`src/hw/rtl/scfr_pkg.sv`:
```
`default_nettype none
package scfr_pkg;

    localparam int MAX_PAYLOAD = 8;
    localparam int BYTE_W      = 8;
    localparam int LEN_W       = 8;
    localparam int POS_W       = 3;
    localparam int ADDR_W      = (MAX_PAYLOAD > 1) ? $clog2(MAX_PAYLOAD) : 1;
    localparam int EMIT_W      = (ADDR_W > POS_W) ? ADDR_W : POS_W;

    localparam logic [BYTE_W-1:0] START_BYTE = 8'h01;
    localparam logic [BYTE_W-1:0] END_BYTE   = 8'h04;

    typedef enum logic [2:0] {
        ST_IDLE,
        ST_LEN,
        ST_CMD,
        ST_PAYLOAD,
        ST_EMIT
    } state_t;

    // controller -> datapath
    typedef struct packed {
        logic load_len;
        logic load_cmd;
        logic clr_cnt;
        logic store_byte;
        logic start_emit;
        logic next_emit;
    } dp_cmd_t;

    // datapath -> controller
    typedef struct packed {
        logic is_start;
        logic is_end;
        logic at_end;
        logic last;
    } dp_status_t;

endpackage
`default_nettype wire

```
`src/hw/rtl/scfr_ram.sv`:
```
`default_nettype none
module scfr_ram #(
    parameter int WIDTH = 8,
    parameter int DEPTH = 8,
    parameter int AW    = (DEPTH > 1) ? $clog2(DEPTH) : 1
) (
    input  wire logic                 clk,
    input  wire logic                 wr_en,
    input  wire logic [AW-1:0]        wr_addr,
    input  wire logic [WIDTH-1:0]     wr_data,
    input  wire logic                 rd_en,
    input  wire logic [AW-1:0]        rd_addr,
    output logic      [WIDTH-1:0]     rd_data
);

    logic [WIDTH-1:0] mem [DEPTH];

    always_ff @(posedge clk)
    begin
        if (wr_en)
        begin
            mem[wr_addr] <= wr_data;
        end
        if (rd_en)
        begin
            rd_data <= mem[rd_addr];
        end
    end

endmodule
`default_nettype wire

```
`src/hw/rtl/scfr_ctrl.sv`:
```
`default_nettype none
module scfr_ctrl (
    input  wire logic                  clk,
    input  wire logic                  rst_n,
    input  wire logic                  in_valid,
    output logic                       in_ready,
    output logic                       out_valid,
    input  wire logic                  out_ready,
    input  wire scfr_pkg::dp_status_t  status,
    output scfr_pkg::dp_cmd_t          cmd
);

    scfr_pkg::state_t state_reg;
    scfr_pkg::state_t state_next;
    logic             in_acc;
    logic             out_acc;

    assign in_acc  = in_valid && in_ready;
    assign out_acc = out_valid && out_ready;

    always_ff @(posedge clk or negedge rst_n)
    begin
        if (!rst_n)
        begin
            state_reg <= scfr_pkg::ST_IDLE;
        end
        else
        begin
            state_reg <= state_next;
        end
    end

    always_comb
    begin
        state_next = state_reg;
        unique case (state_reg)
            scfr_pkg::ST_IDLE:
            begin
                if (in_acc && status.is_start)
                begin
                    state_next = scfr_pkg::ST_LEN;
                end
            end
            scfr_pkg::ST_LEN:
            begin
                if (in_acc)
                begin
                    state_next = scfr_pkg::ST_CMD;
                end
            end
            scfr_pkg::ST_CMD:
            begin
                if (in_acc)
                begin
                    state_next = scfr_pkg::ST_PAYLOAD;
                end
            end
            scfr_pkg::ST_PAYLOAD:
            begin
                // a bad end byte drops the frame without being taken as a start
                if (in_acc && status.at_end)
                begin
                    state_next = status.is_end ? scfr_pkg::ST_EMIT : scfr_pkg::ST_IDLE;
                end
            end
            scfr_pkg::ST_EMIT:
            begin
                if (out_acc && status.last)
                begin
                    state_next = scfr_pkg::ST_IDLE;
                end
            end
            default:
            begin
                state_next = scfr_pkg::ST_IDLE;
            end
        endcase
    end

    // ready and valid are fixed per state, so a transaction is just the other side's flag
    always_comb
    begin
        in_ready       = 1'b1;
        out_valid      = 1'b0;
        cmd            = '0;
        unique case (state_reg)
            scfr_pkg::ST_IDLE:
            begin
            end
            scfr_pkg::ST_LEN:
            begin
                cmd.load_len = in_valid;
            end
            scfr_pkg::ST_CMD:
            begin
                cmd.load_cmd = in_valid;
                cmd.clr_cnt  = in_valid;
            end
            scfr_pkg::ST_PAYLOAD:
            begin
                cmd.store_byte = in_valid && !status.at_end;
                cmd.start_emit = in_valid && status.at_end && status.is_end;
            end
            scfr_pkg::ST_EMIT:
            begin
                in_ready       = 1'b0;
                out_valid      = 1'b1;
                cmd.next_emit  = out_ready && !status.last;
            end
            default:
            begin
            end
        endcase
    end

endmodule
`default_nettype wire

```
`src/hw/rtl/scfr_dp.sv`:
```
`default_nettype none
module scfr_dp (
    input  wire logic                               clk,
    input  wire logic                               rst_n,
    input  wire logic [scfr_pkg::BYTE_W-1:0]        rx_byte,
    input  wire scfr_pkg::dp_cmd_t                  cmd,
    output scfr_pkg::dp_status_t                    status,
    output logic      [scfr_pkg::BYTE_W-1:0]        command_code,
    output logic      [scfr_pkg::LEN_W-1:0]         payload_length,
    output logic      [scfr_pkg::BYTE_W-1:0]        data_byte,
    output logic                                    data_valid,
    output logic      [scfr_pkg::POS_W-1:0]         byte_position,
    output logic                                    truncated,
    output logic                                    last
);

    localparam logic [scfr_pkg::LEN_W-1:0] MAX_LEN = scfr_pkg::LEN_W'(scfr_pkg::MAX_PAYLOAD);

    logic [scfr_pkg::LEN_W-1:0]   len_reg;
    logic [scfr_pkg::BYTE_W-1:0]  cmd_reg;
    logic [scfr_pkg::LEN_W-1:0]   cnt_reg;
    logic [scfr_pkg::EMIT_W-1:0]  emit_reg;
    logic [scfr_pkg::EMIT_W-1:0]  emit_next;
    logic [scfr_pkg::LEN_W-1:0]   stored_m1;
    logic                         empty;
    logic                         wr_en;
    logic                         rd_en;
    logic [scfr_pkg::ADDR_W-1:0]  rd_addr;
    logic [scfr_pkg::BYTE_W-1:0]  rd_data;

    always_ff @(posedge clk or negedge rst_n)
    begin
        if (!rst_n)
        begin
            len_reg  <= '0;
            cmd_reg  <= '0;
            cnt_reg  <= '0;
            emit_reg <= '0;
        end
        else
        begin
            if (cmd.load_len)
            begin
                len_reg <= rx_byte;
            end
            if (cmd.load_cmd)
            begin
                cmd_reg <= rx_byte;
            end
            if (cmd.clr_cnt)
            begin
                cnt_reg <= '0;
            end
            else if (cmd.store_byte)
            begin
                cnt_reg <= cnt_reg + 1'b1;
            end
            if (cmd.start_emit || cmd.next_emit)
            begin
                emit_reg <= emit_next;
            end
        end
    end

    // drop bytes past the end of the store
    assign wr_en = cmd.store_byte && (cnt_reg < MAX_LEN);

    // prefetch entry 0 on the end byte, then the following entry on each accept but the last
    assign emit_next = cmd.next_emit ? emit_reg + 1'b1 : '0;
    assign rd_en     = cmd.start_emit || cmd.next_emit;
    assign rd_addr   = emit_next[scfr_pkg::ADDR_W-1:0];

    scfr_ram #(
        .WIDTH (scfr_pkg::BYTE_W),
        .DEPTH (scfr_pkg::MAX_PAYLOAD),
        .AW    (scfr_pkg::ADDR_W)
    ) u_store (
        .clk     (clk),
        .wr_en   (wr_en),
        .wr_addr (cnt_reg[scfr_pkg::ADDR_W-1:0]),
        .wr_data (rx_byte),
        .rd_en   (rd_en),
        .rd_addr (rd_addr),
        .rd_data (rd_data)
    );

    assign empty     = (len_reg == '0);
    assign truncated = (len_reg > MAX_LEN);
    assign stored_m1 = (truncated ? MAX_LEN : len_reg) - 1'b1;

    assign status.is_start = (rx_byte == scfr_pkg::START_BYTE);
    assign status.is_end   = (rx_byte == scfr_pkg::END_BYTE);
    assign status.at_end   = (cnt_reg == len_reg);
    assign status.last     = last;

    assign command_code   = cmd_reg;
    assign payload_length = len_reg;
    assign data_valid     = !empty;
    assign data_byte      = empty ? '0 : rd_data;
    assign byte_position  = empty ? '0 : emit_reg[scfr_pkg::POS_W-1:0];
    assign last           = empty ||
        ({{(scfr_pkg::LEN_W-scfr_pkg::EMIT_W){1'b0}}, emit_reg} == stored_m1);

endmodule
`default_nettype wire

```
`src/hw/rtl/serial_command_frame_receiver.sv`:
```
// Parses serial frames laid out as start byte 0x01, length, command, payload and
// end byte 0x04, one rx_byte per transaction; bytes outside a frame are skipped.
// While a frame is being parsed one byte is taken every cycle. Once a good end
// byte arrives, in_ready drops and the frame is delivered as a run of results,
// one per stored payload byte (up to 8, excess bytes are discarded and flagged as
// truncated), or a single result with data_valid low for an empty payload. The
// run moves to the next result each time one is taken; the payload store
// is read one entry ahead, so the first result is shown the cycle after the end
// byte. in_ready returns the cycle after the last result is taken. A frame with
// a wrong end byte produces no result.
`default_nettype none
module serial_command_frame_receiver (
    input  wire logic                           clk,
    input  wire logic                           rst_n,
    input  wire logic                           in_valid,
    output logic                                in_ready,
    input  wire logic [scfr_pkg::BYTE_W-1:0]    rx_byte,
    output logic                                out_valid,
    input  wire logic                           out_ready,
    output logic      [scfr_pkg::BYTE_W-1:0]    command_code,
    output logic      [scfr_pkg::LEN_W-1:0]     payload_length,
    output logic      [scfr_pkg::BYTE_W-1:0]    data_byte,
    output logic                                data_valid,
    output logic      [scfr_pkg::POS_W-1:0]     byte_position,
    output logic                                truncated,
    output logic                                last
);

    scfr_pkg::dp_cmd_t    dp_cmd;
    scfr_pkg::dp_status_t dp_status;

    scfr_ctrl u_ctrl (
        .clk       (clk),
        .rst_n     (rst_n),
        .in_valid  (in_valid),
        .in_ready  (in_ready),
        .out_valid (out_valid),
        .out_ready (out_ready),
        .status    (dp_status),
        .cmd       (dp_cmd)
    );

    scfr_dp u_dp (
        .clk            (clk),
        .rst_n          (rst_n),
        .rx_byte        (rx_byte),
        .cmd            (dp_cmd),
        .status         (dp_status),
        .command_code   (command_code),
        .payload_length (payload_length),
        .data_byte      (data_byte),
        .data_valid     (data_valid),
        .byte_position  (byte_position),
        .truncated      (truncated),
        .last           (last)
    );

endmodule
`default_nettype wire

```
`config.mk`:
```
export PLATFORM = sky130hd
export DESIGN_NAME = serial_command_frame_receiver
export DESIGN_NICKNAME = d
export VERILOG_FILES = /design/src/hw/rtl/scfr_pkg.sv /design/src/hw/rtl/scfr_ram.sv /design/src/hw/rtl/scfr_ctrl.sv /design/src/hw/rtl/scfr_dp.sv /design/src/hw/rtl/serial_command_frame_receiver.sv
export SDC_FILE = /design/constraint.sdc
export NUM_CORES = 1
export LEC_CHECK = 0
export ABC_AREA = 1
export BUFFER_PORTS_ARGS = -buffer_cell sky130_fd_sc_hd__buf_2
export CORE_MARGIN = 2
export CORE_UTILIZATION = 55
export CTS_CLUSTER_SIZE = 10
export DETAILED_ROUTE_END_ITERATION = 8
export GPL_ROUTABILITY_DRIVEN = 0
export HOLD_SLACK_MARGIN = 0.1
export PLACE_DENSITY = 0.75
export SYNTH_ARGS = -nofsm -noshare
export SYNTH_HDL_FRONTEND = slang
export SYNTH_SLANG_ARGS = --single-unit
```
`constraint.sdc`:
```
create_clock -name clk -period 5.8 [get_ports clk]
set_input_delay 1.45 -clock clk [delete_from_list [all_inputs] [get_ports clk]]
set_output_delay 1.45 -clock clk [all_outputs]
set_load 0.005 [all_outputs]
```
==> out/summary.md, run 1 <==
### Status
- complete, no violations — status

### Clocking
- 102 — clock sink count
- 3 — number of H-tree branching levels
- 2 — Max Buffers Root-to-Sink
- 9 — CTS buffer count
- 0 — total of hold buffers inserted after clock tree synthesis
- 0.10 ns — Clock Pin Slew Worst Setup and Hold Paths
- 0.37 ns — worst skew pair latency
- 0 — number of post-CTS setup repair buffers
- 0 — quantity of gates resized following cts
- sky130_fd_sc_hd__clkbuf_8 — clock root buffer master
- done — CTS tree

### GRT
- 0 — remaining global-route overflow
- 0 — number of antenna violations at the first check in global routing
- 34 — pin count of the biggest net entering global routing
- 3387 — vias in the first global route
- 17900 um — global-route wire length before repair
- 24.0% — GRT Util Overall

### Setup path
- 4.35 ns — Worst Path Required
- 5 — Max Fanout on Critical Path
- output port — capturing element type of the critical path
- last — worst setup path endpoint
- u_dp.payload_length[4] — CP Launch Point
- 2.39 ns — WP data arrival
- 15 — cell count of the worst reg-to-reg path
- reg -> out — classification of the worst setup path
- flip-flop — Setup crit start kind
- u_dp.payload_length[4] — Crit Reg-Reg Startpoint
- 2.90 ns — r2r setup slk
- u_dp.u_store.rd_data[4] — reg-to-reg critical path endpoint

### STA
- 66.3% — part of the cycle the worst path needs
- 0 ns — Setup TNS Final
- 1.96 ns — worst path setup slack after routing
- 1.27 ns — slew at the pin with the worst max-slew slack
- 14.9% — slew margin rel.
- 260 MHz — Highest Clock Rate
- 0.0112 ns — largest clock skew in the final design
- 0 — count of pins over their slew limit
- 3.84 ns — time the worst path needs with I/O delays and setup
- 0 — endpoints failing hold
- false — setup repair after global routing missed its margin
- 0 — final setup violation count

### Die
- 98.5 um — overall die height
- 34 — # rows
- 9700 um2 — full die area
- 44 — IO Pins
- 98.5 um — Chip Width
- 8680 um2 — CORE AREA
- 56.6% — starting utilization of the core area

### Final layout
- 740 — fill cell count
- 8.59% — area growth from synthesis to layout
- u_dp.u_store.mem — register containing the most flip-flops in the final layout
- 0 — Antenna diodes
- sky130_fd_sc_hd__nand2_1 — most common library cell in the layout ignoring fill and taps
- 17.2% — layout cell share with drive strength beyond 1
- 64 — number of flip-flops under the largest register name
- 5330 um2 — final standard cell area without fillers
- 579 — final net count
- sky130_fd_sc_hd__nand2_1 (113), sky130_fd_sc_hd__nor2_1 (106), sky130_fd_sc_hd__edfxtp_1 (72) — leading cell types in the layout, fill and taps excluded

### Routing
- 3529 — Vias
- 0 — drc violations
- 5 — number of iterations in the first detailed-routing pass
- 5.21 — number of vias per cell
- 0 — post-route antenna net violation count
- 10800 um — final wirelength
- 16.0 um — routed wirelength normalized by instance count
- 335 — Starting DRT DRC Count

### Placement
- 5160 um2 — post-place instance area
- 7750 um — estimated wirelength of the detail-placed design
- 2.36 ns — Post-Place Worst Slack
- 43 — number of port buffers

### Pwr
- 364 nW/um2 — power density over cell area
- 2.36 nW — leakage power summed over all cells
- 0.228 mV — highest ir drop seen on vdd

### Worst hold path
- reg -> reg — type of the tightest min-delay check
- 2 — hold depth

### Yosys
- 102 — synthesis-stage register bit count
- 525 — Gate Count Post-Synth
- 4910 um2 — cell area after synthesis
- 32 — number of library cell types mapped by synthesis
- 9.35 um2 — Mapped Avg Cell Area
- 59.3% — part of the Yosys area used for sequential elements
- 0 — Synth warnings
- 540 — nets in the synthesized netlist

### Job
- 0 — max capacitance violation total

layer usage:
metal	GRT usage, %	vias up	routed length [um]	share of wire (%)
li1	-	1743	-	-
met1	34.9	1661	4880	45
met2	37.7	111	5230	48
met3	3.90	14	572	5.3
met4	6.95	0	142	1.3
met5	0	-	0	0
kinds of logic (layout without fill, tap and decap cells):
logic type                 count (synthesis)  after routing  share of synthesized area (%)
DFF                                      102            102                           59.3
and+or+nand+nor                          284            284                           26.1
adders and majority gates                  3              3                          0.765
AOI/OAI and AO/OA                         38             38                           4.31
buffers and inverters                     87            131                           7.57
xor gates and xnor gates                  11             11                           1.96
worst max-delay path, cell delays in order (launching register included):
cell and delay (ns):
sky130_fd_sc_hd__dfrtp_1 0.43, sky130_fd_sc_hd__nor2_2 0.20, sky130_fd_sc_hd__nand2_2 0.10, sky130_fd_sc_hd__nor2_4 0.14, sky130_fd_sc_hd__nand2_1 0.08, sky130_fd_sc_hd__ha_1 0.29, sky130_fd_sc_hd__xnor2_1 0.12, sky130_fd_sc_hd__a31oi_1 0.27
sky130_fd_sc_hd__nand3_4 0.17, sky130_fd_sc_hd__nand2_1 0.11, sky130_fd_sc_hd__buf_2 0.12
how the worst min path moves through the flow:
stage | startpoint | endpoint | slack [ns]
global route | u_dp.command_code[6] | u_dp.command_code[6] | 0.52
floorplan | u_dp.command_code[0] | u_dp.command_code[0] | 0.48
detailed placement | u_dp.command_code[3] | u_dp.command_code[3] | 0.47
CTS | u_dp.command_code[3] | u_dp.command_code[3] | 0.49
global placement | u_dp.command_code[3] | u_dp.command_code[3] | 0.46
finish | u_dp.command_code[3] | u_dp.command_code[3] | 0.49
synthesized netlist by cell type, drive strengths merged:
library cell / count / area (um2)
nand2: 124 / 493
nor2: 124 / 534
edfxtp: 72 / 2160
inv: 71 / 269
dfrtp: 30 / 751
o21ai: 28 / 140
nor3: 13 / 65.1
buf: 10 / 80.1
nand3: 10 / 75.1
xnor2: 10 / 87.6
a21oi: 7 / 50.1
nand4: 7 / 73.8
clkbuf: 6 / 22.5
ha: 3 / 37.5
or2: 3 / 18.8
nor4: 2 / 12.5
o31ai: 2 / 15.0
a31oi: 1 / 6.26
nand3b: 1 / 7.51
xor2: 1 / 8.76
where the power goes:
| group | internal, W | switching (W) | total [W] |
|---|---|---|---|
| registers | 0.000892 | 0.000101 | 0.000993 |
| logic | 0.000207 | 0.000338 | 0.000545 |
| clock network | 0.000155 | 0.000248 | 0.000403 |
stage by stage:
stage / hold WS [ns] / instances / util [%] / total power (W)
finish: 0.489 / 677 / 61.4 / 0.00194
global route: 0.518 / 677 / 61.4 / 0.00206
CTS: 0.495 / 677 / 61.4 / 0.00194
detailed placement: 0.471 / 661 / 59.5 / 0.00155
global placement: 0.463 / 661 / 59.5 / 0.00153
floorplan: 0.476 / 525 / - / 0.00137
layout make-up:
| class | count | area (um2) | area share [%] |
|---|---|---|---|
| clock inverters | 6 | 38.8 | 0.728 |
| inverters | 71 | 269 | 5.05 |
| flip-flops and latches | 102 | 2910 | 54.6 |
| clock buffers | 10 | 128 | 2.39 |
| well taps | 108 | 135 | 2.53 |
| multi-input cells | 336 | 1630 | 30.5 |
| repair buffers | 44 | 223 | 4.18 |
(Power assumes the default switching activity.)
==> inputs of run 2 (changes only) <==
--- a/config.mk
+++ b/config.mk
@@ -8,12 +8,12 @@
 export ABC_AREA = 1
 export BUFFER_PORTS_ARGS = -buffer_cell sky130_fd_sc_hd__buf_2
 export CORE_MARGIN = 2
-export CORE_UTILIZATION = 55
+export CORE_UTILIZATION = 54
 export CTS_CLUSTER_SIZE = 10
 export DETAILED_ROUTE_END_ITERATION = 8
 export GPL_ROUTABILITY_DRIVEN = 0
 export HOLD_SLACK_MARGIN = 0.1
-export PLACE_DENSITY = 0.75
+export PLACE_DENSITY = 0.76
 export SYNTH_ARGS = -nofsm -noshare
 export SYNTH_HDL_FRONTEND = slang
 export SYNTH_SLANG_ARGS = --single-unit
==> constraint.sdc (replaced) <==
create_clock -name clk -period 3.5 [get_ports clk]
set_input_delay 0.875 -clock clk [delete_from_list [all_inputs] [get_ports clk]]
set_output_delay 0.875 -clock clk [all_outputs]
set_load 0.005 [all_outputs]
==> run 2 against run 1 <==
  * Critical path depth grew 2
  * Largest cell class unchanged
  * Clock power grew 100%
  * Largest power group unchanged
  * Die area grew 1.8%
  * First-iteration DRC count shrank 11%
  * Highest routed layer unchanged
  * Via count grew 2.5%
  * Hold slack gained 0.0038 ns
==> out/summary.md, run 2 (synthesized netlist as in run 1, its figures left out) <==
### Final layout
- 18.7% — layout cell share with drive strength beyond 1, was 17.2%
- sky130_fd_sc_hd__nand2_1 (113), sky130_fd_sc_hd__nor2_1 (106), sky130_fd_sc_hd__edfxtp_1 (72) — leading cell types in the layout, fill and taps excluded, unchanged
- sky130_fd_sc_hd__nand2_1 — most common library cell in the layout ignoring fill and taps, unchanged
- 64 — number of flip-flops under the largest register name, unchanged
- 709 — fill cell count, was 740
- u_dp.u_store.mem — register containing the most flip-flops in the final layout, unchanged
- 0 — Antenna diodes, unchanged
- 11.1% — area growth from synthesis to layout, was 8.59%
- 588 — final net count, was 579
- 5450 um2 — final standard cell area without fillers, was 5330 um2

### Setup path
- reg -> out — classification of the worst setup path, unchanged
- 2.62 ns — Worst Path Required, was 4.35 ns
- u_dp.payload_length[4] — CP Launch Point, unchanged
- flip-flop — Setup crit start kind, unchanged
- 5 — Max Fanout on Critical Path, unchanged
- 15 — cell count of the worst reg-to-reg path, unchanged
- output port — capturing element type of the critical path, unchanged
- u_dp.payload_length[4] — Crit Reg-Reg Startpoint, unchanged
- 2.34 ns — WP data arrival, was 2.39 ns

### Clocking
- done — CTS tree, unchanged
- 0 — total of hold buffers inserted after clock tree synthesis, unchanged
- 0 — number of post-CTS setup repair buffers, unchanged
- sky130_fd_sc_hd__clkbuf_8 — clock root buffer master, unchanged
- 0.10 ns — Clock Pin Slew Worst Setup and Hold Paths, about the same
- 3 — number of H-tree branching levels, unchanged
- 9 — CTS buffer count, unchanged
- 0.37 ns — worst skew pair latency, about the same
- 0 — quantity of gates resized following cts, unchanged
- 102 — clock sink count, unchanged
- 2 — Max Buffers Root-to-Sink, unchanged

### GRT
- 0 — remaining global-route overflow, unchanged
- 0 — number of antenna violations at the first check in global routing, unchanged
- 16900 um — global-route wire length before repair, was 17900 um
- 34 — pin count of the biggest net entering global routing, unchanged
- 22.3% — GRT Util Overall, was 24.0%
- 3467 — vias in the first global route, was 3387

### Worst hold path
- u_dp.command_code[0] — Hold Startpoint, was u_dp.command_code[3]
- 2 — hold depth, unchanged
- reg -> reg — type of the tightest min-delay check, unchanged

### Die
- 44 — IO Pins, unchanged
- 56.0% — starting utilization of the core area, was 56.6%
- 99.4 um — overall die height, was 98.5 um
- 9870 um2 — full die area, was 9700 um2
- 99.4 um — Chip Width, was 98.5 um
- 8760 um2 — CORE AREA, was 8680 um2
- 34 — # rows, unchanged

### Pwr
- 0.00338 W — total power, was 0.00194 W
- 0.398 mV — highest ir drop seen on vdd, was 0.228 mV
- 2.42 nW — leakage power summed over all cells, was 2.36 nW
- 619 nW/um2 — power density over cell area, was 364 nW/um2

### Job
- 0 — max capacitance violation total, unchanged

### Placement
- 7180 um — estimated wirelength of the detail-placed design, was 7750 um
- 5230 um2 — post-place instance area, was 5160 um2
- 43 — number of port buffers, unchanged

### STA
- 0.856 ns — slew at the pin with the worst max-slew slack, was 1.27 ns
- false — setup repair after global routing missed its margin, unchanged
- 311 MHz — Highest Clock Rate
- 0 — endpoints failing hold, unchanged
- 0 — count of pins over their slew limit, unchanged
- 0.0112 ns — largest clock skew in the final design, about the same
- 3.22 ns — time the worst path needs with I/O delays and setup
- 42.7% — slew margin rel., was 14.9%
- 0 — final setup violation count, unchanged
- 0.493 ns — Worst Hold Margin, was 0.489 ns
- 91.9% — part of the cycle the worst path needs
- 0 ns — Setup TNS Final, unchanged

### Routing
- 299 — Starting DRT DRC Count, was 335
- 0 — drc violations, unchanged
- 0 — post-route antenna net violation count, unchanged
- 15.4 um — routed wirelength normalized by instance count, was 16.0 um
- 5 — number of iterations in the first detailed-routing pass, unchanged
- 10600 um — final wirelength, was 10800 um
- 5.27 — number of vias per cell, was 5.21
- 3617 — Vias, was 3529

### Status
- complete, no violations — status, unchanged

## run 2: changes by cell type in the layout (fill, tap and decap cells not counted)
cell                         before  now
sky130_fd_sc_hd__clkinv_1         1    0
sky130_fd_sc_hd__inv_6            0    2
sky130_fd_sc_hd__buf_4            1   10
sky130_fd_sc_hd__clkinv_2         2    0
sky130_fd_sc_hd__bufinv_16        0    2
sky130_fd_sc_hd__clkinv_4         2    0
sky130_fd_sc_hd__clkinvlp_4       1    2
## run 2: worst paths after layout
path                                            to  slack, ns
setup / recovery                              last       0.28
hold / removal                u_dp.command_code[0]       0.49
setup reg to reg           u_dp.u_store.rd_data[1]       0.60
hold reg to reg               u_dp.command_code[0]       0.49
max in group asynchronous          u_dp.cnt_reg[6]       2.52
min in group asynchronous     u_dp.command_code[7]       0.53
## run 2: critical path: stages (launching register included)
cell	delay, ns
sky130_fd_sc_hd__dfrtp_1	0.43
sky130_fd_sc_hd__nor2_2	0.18
sky130_fd_sc_hd__nand2_2	0.10
sky130_fd_sc_hd__nor2_4	0.13
sky130_fd_sc_hd__nand2_1	0.07
sky130_fd_sc_hd__ha_1	0.22
sky130_fd_sc_hd__xnor2_1	0.23
sky130_fd_sc_hd__nand3_1	0.13
sky130_fd_sc_hd__nand2_1	0.10
sky130_fd_sc_hd__nor2_2	0.05
sky130_fd_sc_hd__nand3_4	0.11
sky130_fd_sc_hd__nand2_1	0.08
sky130_fd_sc_hd__buf_2	0.13
## run 2: metal layers
metal | wire (um) | GRT usage [%] | up-vias
met2 | 5390 | 39.3 | 125
met1 | 4410 | 28.5 | 1725
met4 | 144 | 7.48 | 0
met5 | 0 | 0 | -
li1 | - | - | 1754
met3 | 647 | 3.30 | 13
## run 2: cell type report
cell class	count	area [um2]	area share, %
Sequential cell	102	2910	53.4
Multi-Input combinational cell	336	1630	29.8
Timing Repair Buffer	53	290	5.32
Inverter	71	269	4.93
Tap cell	108	135	2.48
Clock buffer	10	128	2.34
Clock inverter	6	92.6	1.70
## run 2: stage by stage
stage	util (%)	setup WS (ns)	std cells
3_3_place_gp	59.7	0.759	670
3_5_place_dp	59.7	0.660	670
5_1_grt	62.2	0.0751	686
6_report	62.2	0.284	686
2_1_floorplan	-	0.908	525
4_1_cts	62.2	0.291	686
## run 2: report_power, final
| part | switching (W) | internal, W |
|---|---|---|
| registers | 0.000172 | 0.00148 |
| logic | 0.000558 | 0.000357 |
| clock network | 0.000406 | 0.000408 |
| total | 0.00114 | 0.00224 |
